<file path="config.mk">
export PLATFORM = sky130hd
export DESIGN_NAME = ring_fifo_with_overwrite
export DESIGN_NICKNAME = d
export VERILOG_FILES = /design/src/sv/rfo_pkg.sv /design/src/sv/ring_fifo_with_overwrite.sv /design/src/sv/rfo_ram.sv
export SDC_FILE = /design/constraint.sdc
export NUM_CORES = 1
export LEC_CHECK = 0
export ABC_AREA = 1
export BUFFER_PORTS_ARGS = -buffer_cell sky130_fd_sc_hd__buf_2
export CAP_MARGIN = 20
export CORE_MARGIN = 2
export CORE_UTILIZATION = 30
export CTS_CLUSTER_DIAMETER = 120
export DETAILED_ROUTE_END_ITERATION = 8
export GPL_ROUTABILITY_DRIVEN = 1
export GPL_TIMING_DRIVEN = 0
export HOLD_SLACK_MARGIN = 0.05
export PLACE_DENSITY = 0.46
export SLEW_MARGIN = 20
export SYNTH_ARGS = -nofsm -noshare
export SYNTH_HDL_FRONTEND = slang
export SYNTH_SLANG_ARGS = --single-unit
</file>
<file path="constraint.sdc">
create_clock -name clk -period 8 [get_ports clk]
set_input_delay 0.8 -clock clk [delete_from_list [all_inputs] [get_ports clk]]
set_output_delay 0.8 -clock clk [all_outputs]
set_load 0.05 [all_outputs]
</file>
<file path="src/sv/rfo_pkg.sv">
// Shared types and codes for the ring FIFO with overwrite policy.
`default_nettype none
package rfo_pkg;

	localparam int VALUE_W    = 32;
	localparam int COUNT_W    = 5;
	localparam int OFFSET_W   = 4;
	localparam int MODE_W     = 3;
	localparam int CFG_IDX_W  = 4;
	localparam int CFG_DATA_W = 32;

	localparam logic [MODE_W-1:0] MODE_PUSH  = 3'd0;
	localparam logic [MODE_W-1:0] MODE_POP   = 3'd1;
	localparam logic [MODE_W-1:0] MODE_PEEK  = 3'd2;
	localparam logic [MODE_W-1:0] MODE_GET   = 3'd3;
	localparam logic [MODE_W-1:0] MODE_CLEAR = 3'd4;

	localparam logic [CFG_IDX_W-1:0] CFG_CAPACITY = 4'd0;
	localparam logic [CFG_IDX_W-1:0] CFG_POLICY   = 4'd1;

	typedef struct packed {
		logic [MODE_W-1:0]   mode;
		logic [VALUE_W-1:0]  push_value;
		logic [OFFSET_W-1:0] offset;
	} rfo_req_t;

	typedef struct packed {
		logic [VALUE_W-1:0] read_value;
		logic               read_valid;
		logic               push_accepted;
		logic               overwrote;
		logic [COUNT_W-1:0] fill_count;
	} rfo_rsp_t;

endpackage
`default_nettype wire

</file>
<file path="src/sv/ring_fifo_with_overwrite.sv">
// Top level of the ring FIFO: pointer control, slot RAM and result stage.
//
//  channel  | signals                         | handshake
//  ---------+---------------------------------+---------------------------
//  request  | start, busy, req                | taken when start && !busy
//  result   | done, rsp                       | one-cycle strobe, no stall
//  config   | cfg_valid, cfg_ready, cfg_index,| written when valid && ready
//           | cfg_data                        |
//
// Every request's result appears in the cycle after it is taken, from the
// single registered read port of the slot RAM and the registered result flags.
// A new request may be taken every cycle, so busy stays low.
// Reset clears the pointers and the count and loads the default capacity;
// the slot RAM itself is not cleared. The result side cannot stall.
`default_nettype none
module ring_fifo_with_overwrite
	import rfo_pkg::*;
#(
	parameter int DEPTH      = 16,
	parameter int ELEM_WIDTH = 32
) (
	input  wire logic                  clk,
	input  wire logic                  arst_n,
	input  wire logic                  start,
	output logic                       busy,
	input  wire rfo_req_t              req,
	output logic                       done,
	output rfo_rsp_t                   rsp,
	input  wire logic                  cfg_valid,
	output logic                       cfg_ready,
	input  wire logic [CFG_IDX_W-1:0]  cfg_index,
	input  wire logic [CFG_DATA_W-1:0] cfg_data
);

	localparam int PTR_W   = $clog2(DEPTH);
	localparam int SUM_W   = ((PTR_W > COUNT_W) ? PTR_W : COUNT_W) + 1;
	localparam int CAP_RST = (16 > DEPTH) ? DEPTH : 16;

	logic [PTR_W-1:0]   oldest_q, next_q;
	logic [COUNT_W-1:0] count_q, cap_q;
	logic               policy_q;

	logic [PTR_W-1:0]   oldest_d, next_d, raddr;
	logic [COUNT_W-1:0] count_d;
	logic               we, re, acc, ovw, rvalid;
	logic [COUNT_W-1:0] cap_wr;
	logic [SUM_W-1:0]   get_sum;
	logic [ELEM_WIDTH-1:0] rdata;

	logic               valid_s1, rvalid_s1, acc_s1, ovw_s1;
	logic [COUNT_W-1:0] count_s1;

	logic               take, full, empty;

	function automatic logic [PTR_W-1:0] wrap_inc(input logic [PTR_W-1:0] p,
		input logic [COUNT_W-1:0] cap);
		logic [SUM_W-1:0] n;
		n = SUM_W'(p) + SUM_W'(1);
		return (n >= SUM_W'(cap)) ? '0 : PTR_W'(n);
	endfunction

	assign busy      = 1'b0;
	assign cfg_ready = 1'b1;
	assign take      = start && !busy;
	assign full      = count_q >= cap_q;
	assign empty     = count_q == '0;

	// Indexed read: oldest + offset stays below twice the capacity.
	always_comb begin
		get_sum = SUM_W'(oldest_q) + SUM_W'(req.offset);
		if (get_sum >= SUM_W'(cap_q)) begin
			get_sum = get_sum - SUM_W'(cap_q);
		end
	end

	always_comb begin
		oldest_d = oldest_q;
		next_d   = next_q;
		count_d  = count_q;
		we       = 1'b0;
		re       = 1'b0;
		raddr    = oldest_q;
		acc      = 1'b0;
		ovw      = 1'b0;
		rvalid   = 1'b0;
		case (req.mode)
			MODE_PUSH: begin
				if (!full || policy_q) begin
					we     = take;
					acc    = 1'b1;
					next_d = wrap_inc(next_q, cap_q);
					if (full) begin
						ovw      = 1'b1;
						oldest_d = wrap_inc(oldest_q, cap_q);
					end else begin
						count_d = count_q + COUNT_W'(1);
					end
				end
			end
			MODE_POP: begin
				if (!empty) begin
					re       = take;
					rvalid   = 1'b1;
					oldest_d = wrap_inc(oldest_q, cap_q);
					count_d  = count_q - COUNT_W'(1);
				end
			end
			MODE_PEEK: begin
				if (!empty) begin
					re     = take;
					rvalid = 1'b1;
				end
			end
			MODE_GET: begin
				if ({1'b0, req.offset} < count_q) begin
					re     = take;
					rvalid = 1'b1;
					raddr  = PTR_W'(get_sum);
				end
			end
			MODE_CLEAR: begin
				oldest_d = '0;
				next_d   = '0;
				count_d  = '0;
			end
			default: begin
			end
		endcase
	end

	// Capacity writes use the low COUNT_W bits; zero is clamped to one, above the depth to the depth.
	always_comb begin
		cap_wr = cfg_data[COUNT_W-1:0];
		if (cap_wr == '0) begin
			cap_wr = COUNT_W'(1);
		end else if (32'(cap_wr) > DEPTH) begin
			cap_wr = COUNT_W'(DEPTH);
		end
	end

	always_ff @(posedge clk or negedge arst_n) begin
		if (!arst_n) begin
			oldest_q <= '0;
			next_q   <= '0;
			count_q  <= '0;
			cap_q    <= COUNT_W'(CAP_RST);
			policy_q <= 1'b0;
			valid_s1 <= 1'b0;
		end else begin
			valid_s1 <= take;
			if (cfg_valid && cfg_ready && cfg_index == CFG_CAPACITY) begin
				cap_q    <= cap_wr;
				oldest_q <= '0;
				next_q   <= '0;
				count_q  <= '0;
			end else if (take) begin
				oldest_q <= oldest_d;
				next_q   <= next_d;
				count_q  <= count_d;
			end
			if (cfg_valid && cfg_ready && cfg_index == CFG_POLICY) begin
				policy_q <= cfg_data[0];
			end
		end
	end

	always_ff @(posedge clk) begin
		if (take) begin
			rvalid_s1 <= rvalid;
			acc_s1    <= acc;
			ovw_s1    <= ovw;
			count_s1  <= count_d;
		end
	end

	rfo_ram #(
		.WIDTH(ELEM_WIDTH),
		.DEPTH(DEPTH)
	) u_slots (
		.clk  (clk),
		.we   (we),
		.waddr(next_q),
		.wdata(ELEM_WIDTH'(req.push_value)),
		.re   (re),
		.raddr(raddr),
		.rdata(rdata)
	);

	assign done              = valid_s1;
	assign rsp.read_value    = rvalid_s1 ? VALUE_W'(rdata) : '0;
	assign rsp.read_valid    = rvalid_s1;
	assign rsp.push_accepted = acc_s1;
	assign rsp.overwrote     = ovw_s1;
	assign rsp.fill_count    = count_s1;

	// The write pointer always sits count entries past the read pointer.
	logic [SUM_W-1:0] chk_sum;
	always_comb begin
		chk_sum = SUM_W'(oldest_q) + SUM_W'(count_q);
		if (chk_sum >= SUM_W'(cap_q)) begin
			chk_sum = chk_sum - SUM_W'(cap_q);
		end
	end

	a_count_le_cap: assert property (@(posedge clk) disable iff (!arst_n)
		count_q <= cap_q)
		else $error("entry count exceeds capacity");

	a_ptrs_in_range: assert property (@(posedge clk) disable iff (!arst_n)
		(SUM_W'(oldest_q) < SUM_W'(cap_q)) && (SUM_W'(next_q) < SUM_W'(cap_q)))
		else $error("pointer outside capacity");

	a_ptr_consistent: assert property (@(posedge clk) disable iff (!arst_n)
		PTR_W'(chk_sum) == next_q)
		else $error("pointers and count disagree");

	a_overwrite_full: assert property (@(posedge clk) disable iff (!arst_n)
		(done && rsp.overwrote) |-> (rsp.push_accepted && !rsp.read_valid))
		else $error("overwrite flag without accepted push");

endmodule
`default_nettype wire

</file>
<file path="src/sv/rfo_ram.sv">
// Generic single-port-write, single-port-read RAM with a registered read.
`default_nettype none
module rfo_ram #(
	parameter int WIDTH = 32,
	parameter int DEPTH = 16
) (
	input  wire logic                     clk,
	input  wire logic                     we,
	input  wire logic [$clog2(DEPTH)-1:0] waddr,
	input  wire logic [WIDTH-1:0]         wdata,
	input  wire logic                     re,
	input  wire logic [$clog2(DEPTH)-1:0] raddr,
	output logic      [WIDTH-1:0]         rdata
);

	logic [WIDTH-1:0] mem_q [DEPTH];

	always_ff @(posedge clk) begin
		if (we) begin
			mem_q[waddr] <= wdata;
		end
		if (re) begin
			rdata <= mem_q[raddr];
		end
	end

endmodule
`default_nettype wire
</file>
### After elaboration in Yosys (flattened, before gate mapping)

Memory sizes are Yosys's and may differ from the RTL's. A register that Yosys moved wholly into a read port is not among the register bits.
Cells that the tools add are included.

| operators by class | value |
|---|---|
| $add $sub $neg | 6 |
| eq/ne operators | 8 |
| reduce and logical (&&, ||, !) cells | 15 |
| mux-type cells | 36 |
| order comparisons | 6 |

Operators by type and width:

| operator | number |
|---|---|
| 4-bit 2-to-1 mux | 13 |
| 5-bit 2-to-1 mux | 7 |
| 32-bit 2-to-1 mux | 1 |
| 5-bit >= comparator | 4 |
| 5-bit one-hot mux with 3 select lines | 1 |
| 4-bit one-hot mux with 3 select lines | 1 |
| 4-bit by 1-bit adder with 5-bit output, second input constant | 2 |
| 5-bit zero test | 2 |
| 1-bit 2-to-1 mux | 10 |
| 3-bit inequality test, second input constant | 3 |
| 4-bit one-hot mux with 2 select lines | 1 |
| 3-bit by 2-bit == test with 1-bit output, second input constant | 2 |
| 4-bit by 4-bit adder with 5-bit output | 1 |
| 5-bit by 1-bit adder with 5-bit output, second input constant | 1 |
| 5-bit > comparator, second input constant | 1 |
| 4-bit by 5-bit < comparator with 1-bit output | 1 |
| 5-bit AND reduction | 1 |
| 5-bit by 1-bit subtractor with 5-bit output, second input constant | 1 |
| 4-bit by 1-bit == test with 1-bit output, second input constant | 1 |
| 4-bit zero test | 1 |
| 1-bit one-hot mux with 2 select lines | 2 |
| 4-bit nonzero test | 1 |
| 4-bit subtractor | 1 |
| 3-bit by 1-bit == test with 1-bit output, second input constant | 1 |
| 10 further kinds | 11 |

| storage, ports and cells | value |
|---|---|
| bits in writable memories | 512 |
| logic and storage cells | 82 |
| memories kept | 1 |
| output and inout port bits | 43 |
| input bits | 79 |
| bits in registers | 28 |

Memories:

| name | words | width | read ports | clocked after memory_dff | write ports | RTL line | source |
|---|---|---|---|---|---|---|---|
| u_slots.mem_q | 16 | 32 | 1 | 1 | 1 | rfo_ram.sv:16 | `logic [WIDTH-1:0] mem_q [DEPTH];` |

### Depth between registers and ports, before layout

Gate-level depths: netlist of the first run.

| logic depth | value |
|---|---|
| depth in word-level cells | 8 |
| mapped depth | 21 |
| mapped depth without buffers | 19 |

### Cells and area by module

A second synthesis of the first run with hierarchy kept.

| unflattened totals | value |
|---|---|
| cells, all modules | 2537 |
| area total of the unflattened synthesis | 25877.3 sq um |

By module, submodules not included:

| module | sequential area each (sq um) | area each (sq um) | times used | cells an instance |
|---|---|---|---|---|
| rfo_ram | 16335.7 | 23050.9 | 1 | 2120 |
| ring_fifo_with_overwrite | 742.0 | 2826.5 | 1 | 417 |

### Least setup slack after synthesis of the first run

Ideal clock, no wire load.

| path | value |
|---|---|
| path kind | register to register |
| start | register cap_q[4] |
| end | memory u_slots.mem_q[15][0] (enable) |
| cell stages (with the launch flop) | 12 |
| data arrival time | 3.840 ns |
| clock period less this slack | 4.301 ns |
| data required time | 7.539 ns |
| slack | 3.699 ns |
| path buffers | 0 |
| library setup time | 0.461 ns |
| cell sequence | dfstp_2 -> inv_1 -> ha_1 -> nand2_1 -> inv_1 -> nand2_1 -> o21ai_0 -> nor2_1 -> nor2_1 -> nor2_1 -> nand2_1 -> nor3_1 |

| between the ends | value |
|---|---|
| cells in the longest elaborated chain, start to end | 7 |

RTL lines:

| item | RTL line | source |
|---|---|---|
| from (decl) | ring_fifo_with_overwrite.sv:40 | `logic [COUNT_W-1:0] count_q, cap_q;` |
| from (signal assigned) | ring_fifo_with_overwrite.sv:146 | `cap_q <= COUNT_W'(CAP_RST);` |
| from (signal assigned) | ring_fifo_with_overwrite.sv:152 | `cap_q <= cap_wr;` |
| 5-bit >= comparator | ring_fifo_with_overwrite.sv:65 | `assign full = count_q >= cap_q;` |
| 1-bit zero test | ring_fifo_with_overwrite.sv:88 | `if (!full \|\| policy_q) begin` |
| 1-bit logical OR | ring_fifo_with_overwrite.sv:88 |  |
| 1-bit 2-to-1 mux | ring_fifo_with_overwrite.sv:88 |  |
| 1-bit 2-to-1 mux | ring_fifo_with_overwrite.sv:86 | `case (req.mode)` |
| 1-bit 2-to-1 mux | rfo_ram.sv:19 | `if (we) begin` |
| 1-bit 2-to-1 mux (not written as such) | rfo_ram.sv:20 | `mem_q[waddr] <= wdata;` |
| to (decl) | rfo_ram.sv:16 |  |

Every way passes these cells.

### Worst setup path after layout of the first run

| path | value |
|---|---|
| start | register oldest_q[0] |
| end | register u_slots.rdata[31] (read register of u_slots.mem_q), data pin |

| between the ends | value |
|---|---|
| cells in the longest elaborated chain, start to end | 5 |
| elaborated cells on any way between the ends | 6 |
| those cells by class | add/sub (2); order compare (1); mux (3) |

RTL lines:

| item | RTL line | source |
|---|---|---|
| from (decl) | ring_fifo_with_overwrite.sv:39 | `logic [PTR_W-1:0] oldest_q, next_q;` |
| from (signal assigned) | ring_fifo_with_overwrite.sv:157 | `oldest_q <= oldest_d;` |
| 4-bit by 4-bit adder with 5-bit output | ring_fifo_with_overwrite.sv:70 | `get_sum = SUM_W'(oldest_q) + SUM_W'(req.offset);` |
| 4-bit subtractor or 5-bit >= comparator (tied branches) | ring_fifo_with_overwrite.sv:72, ring_fifo_with_overwrite.sv:71 |  |
| 4-bit 2-to-1 mux | ring_fifo_with_overwrite.sv:71 | `if (get_sum >= SUM_W'(cap_q)) begin` |
| 4-bit 2-to-1 mux | ring_fifo_with_overwrite.sv:115 | `if ({1'b0, req.offset} < count_q) begin` |
| 4-bit 2-to-1 mux (*) | ring_fifo_with_overwrite.sv:86 |  |
| to (decl) | rfo_ram.sv:13 | `output logic [WIDTH-1:0] rdata` |

Every way passes the cells marked *; elsewhere a longest branch is shown, timed or not.
A chain may end at the register's enable or synchronous reset.

==> impl_results.md, run 1 <==
* Worst R2R Path Depth at 19
* Layout area overhead at 16.4%
* Pleak at 13.3 nW
* Outcome: complete, no violations
* Post-Route Utilization at 35.1%
* Commonest non-fill, non-tap cells in the layout: nand3_1, inv_1, edfxtp_1
* Syn Nets at 2702
* Chip Width at 299 um
* Total gr overflow at 0
* TritonCTS clock tree: done
* Skew final at 15.4 ps
* Mean post-synth cell area at 10.1 sq um
* CTS Hold Buffers Added at 0
* Num ports at 122
* Hold slack at 133 ps
* Final Max Slew Viols at 0
* Initial antenna violation count at 1
* Worst Hold Class: in2async
* Pin slew with the least headroom to its limit at 757 ps
* R2R Setup Slk at 3660 ps
* Crit path launch type: flip-flop
* Final nets at 2878
* Min Tclk post-route at 4340 ps
* Worst slew margin at 49.5%
* Initial Utilization at 30.2%
* Placed Cells at 3857
* CP Data Required Time at 8380 ps
* Max Clk Rate at 0.230 GHz
* Largest net degree at the start of global routing at 22
* Synth cell types at 36
* RR Endpoint: u_slots.rdata[31]$_DFFE_PP_
* Fillers at 8715
* Ant. Diodes at 0
* Worst ir drop on vdd at 0.000197 V
* DRC viols at 0
* Post-synth top area share at 63.5%
* Vias per cell at 4.55
* Post-CTS Setup Bufs at 0
* CP Max Fanout at 10
* Clock Sinks at 572
* Worst Setup End Kind: flip-flop
* Worst R2R Start: oldest_q[0]$_DFFE_PN0P_
* Area leader, netlist: edfxtp_1
* Fin. Hold Viols at 0
* Sequential area share after synthesis at 65.4%
* Share of layout cells above drive strength 1 at 10.7%
* Setup TNS at 0 ps
* Die ar. at 0.0894 sq mm
* Max cap viols at 0
* Final setup fails at 0
* Final period utilization at 54.3%
* Synth top area cells: edfxtp_1, nand3_1, inv_1
* Post-route design area at 0.0304 sq mm
* Multi-input gate area at 0.00624 sq mm
* Clk_lat worst skew at 640 ps
* DR pass1 iterations at 7
* Most common library cell in the layout ignoring fill and taps: nand3_1
* Die Ht at 299 um
* Layout Cells excl Fill at 3963
* H-tree levels at 2
* First-pass GRT wire length at 113000 um
* Site Rows at 108
* Critical path type: reg2reg
* Post-DRT Antenna Nets at 0
* Post-Syn Instances at 2587
* Via count at 18100
* Clock buffer depth at 3
* Total core area at 0.0865 sq mm
* Post-DP HPWL at 53300 um
* Drt initial violations at 1285
* Total track usage at 16.8%
* WP data arrival at 4720 ps
* Synth warn at 0
* Vias in the first global route at 17800
* RSZ-0062 raised after global routing: no
* Wirelength, routed at 75400 um
* Worst-path clk slew at 60 ps
* Total CTS buffers at 59
* #FFs+latches synth at 572
* Routability cong. at 0.810
* Cell Pwr Density at 316 mW/mm^2
* Placed inst area at 0.0286 sq mm
* Detailed-route wire length per cell at 19.0 um
* Synthesized area at 0.0261 sq mm
* # resized after CTS at 0
* Register Area at 0.0171 sq mm
* Clock root buffer: clkbuf_16
* PortBufs at 92
final cells by class:
class / count / share of cell area [%]
Clock buffer: 82 / 5.29
Inverter: 607 / 7.50
Clock inverter: 24 / 0.544
Sequential cell: 572 / 56.2
Tap cell: 1155 / 4.76
Timing Repair Buffer: 115 / 3.05
Multi-Input combinational cell: 1279 / 20.6
Buffer: 129 / 2.04
worst max path at each step:
stage | from | to | slack [ps] | depth (start not counted)
2_1_floorplan | cap_q[4]$_DFFE_PN1P_ | u_slots.mem_q[15][0]$_DFFE_PP_ | 3700 | 11
3_3_place_gp | cap_q[4]$_DFFE_PN1P_ | u_slots.mem_q[15][17]$_DFFE_PP_ | 1030 | 11
3_5_place_dp | req[0] | u_slots.rdata[7]$_DFFE_PP_ | 3220 | 20
4_1_cts | oldest_q[0]$_DFFE_PN0P_ | u_slots.rdata[7]$_DFFE_PP_ | 3640 | 19
5_1_grt | oldest_q[0]$_DFFE_PN0P_ | u_slots.rdata[20]$_DFFE_PP_ | 3360 | 18
6_report | oldest_q[0]$_DFFE_PN0P_ | u_slots.rdata[31]$_DFFE_PP_ | 3660 | 19
cell usage after synthesis, drive strengths merged:
cell,count
a21boi,2
a21oi,8
a31oi,1
and2,1
and3,1
buf,93
clkbuf,36
clkinv,1
conb,2
dfrtp,19
dfstp,1
edfxtp,552
fa,2
ha,34
inv,606
nand2,493
nand3,632
nand4,7
nor2,46
nor3,1
o211ai,4
o21ai,28
o21bai,2
o22ai,3
or2,1
xnor2,1
xor2,10
layer usage:
metal  global-route usage (%)  up-vias  share of wire (%)
met4                     4.61        0                2.2
met3                     2.04       97                4.3
met1                     22.6     8782                 45
met5                        0        -                  0
met2                     28.7      424                 48
li1                         -     8747                  -
sequential cells by signal (all words and copies together), names as in the netlist:
register / cells
u_slots.rdata: 32
done: 1
cap_q: 5
ovw_s1: 1
oldest_q: 4
count_s1: 5
u_slots.mem_q: 512
next_q: 4
count_q: 5
rvalid_s1: 1
acc_s1: 1
policy_q: 1
kinds of logic after synthesis:
logic type	synth area share (%)
AND/OR/NAND/NOR	20.2
flip-flops	65.4
XOR/XNOR	0.369
adder cells (fa/ha/maj)	1.78
buffers and inverters	11.1
other	0.0288
AO/OA/AOI/OAI	1.03
power by group:
part | total, W | leakage, nW | switching [W] | internal (W)
clock | 0.00260 | 0.859 | 0.00115 | 0.00145
sequential | 0.00353 | 5.23 | 0.0000681 | 0.00346
combinational | 0.00344 | 7.17 | 0.00248 | 0.000970
total | 0.00958 | 13.3 | 0.00369 | 0.00589
worst max-delay path, cell delays in order, from the launching register on:
cell,delay (ps)
dfrtp_1,460
ha_1,240
fa_1,380
nand2_1,70
inv_1,50
nor2_1,100
o21bai_1,80
ha_1,300
a21oi_1,380
nand3_2,220
nand2_1,120
nand3_2,290
nand2_1,230
buf_4,200
buf_2,410
nand2_1,110
nand3_1,110
nand3_1,130
nand3_1,110
nand2_1,60
per-stage QoR:
step	total power [W]	setup WS, ps
after floorplan	0.00577	3700
after global placement	0.00701	1030
after detailed placement	0.00708	3220
after CTS	0.00970	3640
after global routing	0.0101	3360
final	0.00958	3660
Note: power is estimated with default switching activity, not from simulation.
==> inputs of run 2 (changes only) <==
--- a/config.mk
+++ b/config.mk
@@ -5,7 +5,7 @@
 export SDC_FILE = /design/constraint.sdc
 export NUM_CORES = 1
 export LEC_CHECK = 0
-export ABC_AREA = 1
+export ABC_AREA = 0
 export BUFFER_PORTS_ARGS = -buffer_cell sky130_fd_sc_hd__buf_2
 export CAP_MARGIN = 20
 export CORE_MARGIN = 2
@@ -15,7 +15,7 @@
 export GPL_ROUTABILITY_DRIVEN = 1
 export GPL_TIMING_DRIVEN = 0
 export HOLD_SLACK_MARGIN = 0.05
-export PLACE_DENSITY = 0.46
+export PLACE_DENSITY = 0.47
 export SLEW_MARGIN = 20
 export SYNTH_ARGS = -nofsm -noshare
 export SYNTH_HDL_FRONTEND = slang
==> constraint.sdc (replaced) <==
create_clock -name clk -period 3.9 [get_ports clk]
set_input_delay 0.39 -clock clk [delete_from_list [all_inputs] [get_ports clk]]
set_output_delay 0.39 -clock clk [all_outputs]
set_load 0.05 [all_outputs]
==> run 2 against run 1 <==
Against the previous run:
- clock-buffer cell count down 5
- global-route usage up 0.28 points
- die area down 9.2%
- design area down 1.6%
- critical path type unchanged
- core utilization up 2.9 points
- power up 110%
- the run now ends with negative setup slack left
==> impl_results.md, run 2 <==
* Setup TNS at -3140 ps (-3140 ps)
* Final nets at 1967 (-32%)
* DR pass1 iterations at 5 (-2)
* Most common library cell in the layout ignoring fill and taps: edfxtp_1
* Outcome: finished, violations left
* Top_reg_cell synth: edfxtp_1
* TritonCTS clock tree: done
* Via count at 15100 (-16%)
* Synthesized area at 0.0237 sq mm (-9.3%)
* Post-DRT Antenna Nets at 0 (unchanged)
* Drt initial violations at 1306 (+1.6%)
* Clock root buffer: clkbuf_16
* Total CTS buffers at 60 (+1.7%)
* Num ports at 122 (unchanged)
* Skew final at 38.7 ps (+23.3 ps)
* Final Max Slew Viols at 0 (unchanged)
* Worst R2R Start: oldest_q[0]$_DFFE_PN0P_
* Clock buffer depth at 3 (unchanged)
* Flop pwr share at 35.4% (-1.5 points)
* H-tree levels at 2 (unchanged)
* Clk_lat worst skew at 660 ps (+20 ps)
* Sw frac at 35.7% (-2.8 points)
* Share of layout cells above drive strength 1 at 27.1% (+16 points)
* Largest net degree at the start of global routing at 23 (+4.5%)
* Placed Cells at 2818 (-27%)
* Post-DP HPWL at 47400 um (-11%)
* Top-count cell post-synth: edfxtp_1
* Post-synth top area share at 70.0% (+6.5 points)
* Post-Syn Instances at 1661 (-36%)
* Final period utilization at 105% (+50 points)
* Biggest register: u_slots.mem_q
* Fin. Hold Viols at 0 (unchanged)
* Failing checks: negative setup slack
* CP max stage delay at 550 ps (+90 ps)
* R2R Setup Slk at -180 ps (-3840 ps)
* Total track usage at 17.1% (+0.28 points)
* First-pass GRT wire length at 103000 um (-8.8%)
* Slowest CP cell: or4_4
* Pleak at 10.1 nW (-24%)
* Total gr overflow at 0 (unchanged)
* Max cap viols at 0 (unchanged)
* Max reg flops at 512 (unchanged)
* Comb power frac at 38.2% (+2.2 points)
* Synth top cells by count: edfxtp_1, nand2_1, and3_1
* Hold Crit Depth at 3
* CP Max Fanout at 8 (-2)
* Hold Crit Start: cfg_index[0]
* Max Clk Rate at 0.245 GHz (+6.4%)
* Layout area overhead at 26.2%
* Worst slew margin at 39.4% (-10 points)
* Switching pwr at 0.00714 W (+93%)
* Wirelength, routed at 71100 um (-5.6%)
* Syn Nets at 1776 (-34%)
* Synth cell types at 59 (+64%)
* Vias in the first global route at 15300 (-14%)
* CP Data Required Time at 4280 ps (-4100 ps)
* Pin slew with the least headroom to its limit at 898 ps (+140 ps)
* WP data arrival at 4470 ps (-250 ps)
* RR Endpoint: u_slots.rdata[27]$_DFFE_PP_
* Worst Hold Class: in2reg
* Detailed-route wire length per cell at 24.1 um (+27%)
* Routability cong. at 0.786 (-2.9%)
* Worst slack at placement at -1240 ps (-4460 ps)
* Final setup fails at 32 (+32)
* Mean post-synth cell area at 14.3 sq um (+41%)
* Die ar. at 0.0812 sq mm (-9.2%)
* Number of enable flip-flop cells after synthesis at 552 (unchanged)
* Clk pwr share at 26.4% (-0.8 points)
* Layout Cells excl Fill at 2947 (-26%)
* Worst R2R Path Depth at 14 (-5)
* PortBufs at 90 (-2.2%)
* Synth warn at 0 (unchanged)
* Vias per cell at 5.12 (+12%)
* Largest regs: u_slots.mem_q x512, u_slots.rdata x32
* Total core area at 0.0786 sq mm (-9.1%)
* Worst-path clk slew at 60 ps (about the same)
* Internal power at 0.0128 W (+120%)
* Die Ht at 285 um (-4.7%)
* Worst ir drop on vdd at 0.000352 V (+79%)
* Initial antenna violation count at 2 (+1)
* Initial Utilization at 30.1% (-0.057 points)
* Critical path type: reg2reg
* Clock Sinks at 572 (unchanged)
* Area leader, netlist: edfxtp_1
* RSZ-0062 raised after global routing: yes
* Hold Path End: policy_q$_DFFE_PN0P_
* Site Rows at 103 (-4.6%)
* DRC viols at 0 (unchanged)
* Chip Width at 285 um (-4.7%)
* Crit path launch type: flip-flop
* Sequential area share after synthesis at 72.1% (+6.7 points)
* Commonest non-fill, non-tap cells in the layout: edfxtp_1, nand2_1, and3_1
* Synth top area cells: edfxtp_1, a311oi_1, nand2_1
* Async S/R FF share, synth at 3.50% (unchanged)
* Cells along the critical path: ha_4 -> fa_2 -> a21o_1 -> a21o_1 -> ha_4 -> a21boi_4 -> or3_4 -> o211ai_4 -> nand2_4 -> buf_16 -> clkbuf_16 -> a211oi_2 -> a311oi_2 -> or4_4
* Worst Setup End Kind: flip-flop
* #FFs+latches synth at 572 (unchanged)
* Cell Pwr Density at 669 mW/mm^2 (+110%)
* Min Tclk post-route at 4080 ps (-261 ps)
* Final WS setup at -181 ps (-3840 ps)
## run 2: changes by cell type in the layout (fill, tap and decap cells not counted), sizes merged, moves of 8 or more
cell / delta
buf: -37
nand2: -206
clkbuf: +38
a21oi: +8
a311oi: +130
inv: -585
and2: +44
and3: +130
or4: +32
nor2: -34
xor2: -8
a211oi: +129
a21o: +8
nand3: -622
## run 2: routing by layer
metal	vias to the layer above	part of all wire, %	GRT usage [%]
met3	87	5.5	2.70
met5	-	0	0
li1	6843	-	-
met1	7720	44	23.2
met4	0	1.9	3.81
met2	444	49	28.9
## run 2: stage by stage
stage	total power (W)	hold WS, ps	util (%)	cell area [sq um]
after global placement	0.0126	378	32.4	25400
final	0.0200	104	38.0	29900
after CTS	0.0195	71.8	37.2	29300
after detailed placement	0.0126	392	32.9	25900
after floorplan	0.0104	94.4	-	23700
after global routing	0.0208	94.3	38.0	29900
## run 2: layout make-up
type                    instances  area (sq um)
fillers                      7386         48700
flip-flops and latches        572         17100
multi-input cells             940          7340
clock buffers                  77          1570
well taps                    1050          1310
repair buffers                130          1180
plain buffers                 127          1110
clock inverters                28           199
inverters                      21          78.8
diodes                          2          5.00
## run 2: worst max-delay path, delay by kind of cell, from the launching register on
family	cells	cell delay [ps]
AO/OA/AOI/OAI	6	1130
buffers and inverters	2	390
AND/OR/NAND/NOR	3	1130
flip-flops	1	430
adder cells (fa/ha/maj)	3	750
## run 2: logic make-up (layout without fill, tap and decap cells)
| logic type | Yosys count | count (layout) | share of synthesized area [%] |
|---|---|---|---|
| flip-flops | 572 | 572 | 72.1 |
| AND/OR/NAND/NOR | 561 | 561 | 11.9 |
| AO/OA/AOI/OAI | 331 | 331 | 10.9 |
| buffers and inverters | 149 | 383 | 2.65 |
| adder cells (fa/ha/maj) | 36 | 36 | 1.97 |
| XOR/XNOR | 7 | 7 | 0.259 |
| multiplexers | 3 | 3 | 0.132 |
| other | 2 | 4 | 0.0317 |
## run 2: how the worst max path moves through the flow
stage	startpoint	slack (ps)	end	cells past startpoint
2_1_floorplan	oldest_q[0]$_DFFE_PN0P_	40	u_slots.rdata[15]$_DFFE_PP_	14
3_3_place_gp	count_q[0]$_DFFE_PN0P_	-1180	u_slots.mem_q[13][15]$_DFFE_PP_	10
3_5_place_dp	req[0]	-1240	u_slots.rdata[27]$_DFFE_PP_	15
4_1_cts	oldest_q[1]$_DFFE_PN0P_	-220	u_slots.rdata[27]$_DFFE_PP_	15
5_1_grt	oldest_q[0]$_DFFE_PN0P_	-280	u_slots.rdata[27]$_DFFE_PP_	14
6_report	oldest_q[0]$_DFFE_PN0P_	-180	u_slots.rdata[27]$_DFFE_PP_	14
## run 2: power by group through the flow
stage          Clock (W)  Combinational, W  Sequential [W]
2_1_floorplan          0           0.00324         0.00719
3_3_place_gp           0           0.00536         0.00720
3_5_place_dp           0           0.00542         0.00720
4_1_cts          0.00537           0.00702         0.00707
5_1_grt          0.00560           0.00813         0.00708
6_report         0.00527           0.00763         0.00707
## run 2: what timing repair did
action                                  in CTS  in global routing
endpoints found under the setup margin     433                315
gates resized for setup                    358                 99
hold buffers                                 7                  0
pin swaps                                   68                 62
cloned                                       5                  4
hold endpoints to repair                    26                  0
buffers inserted                             5                  2
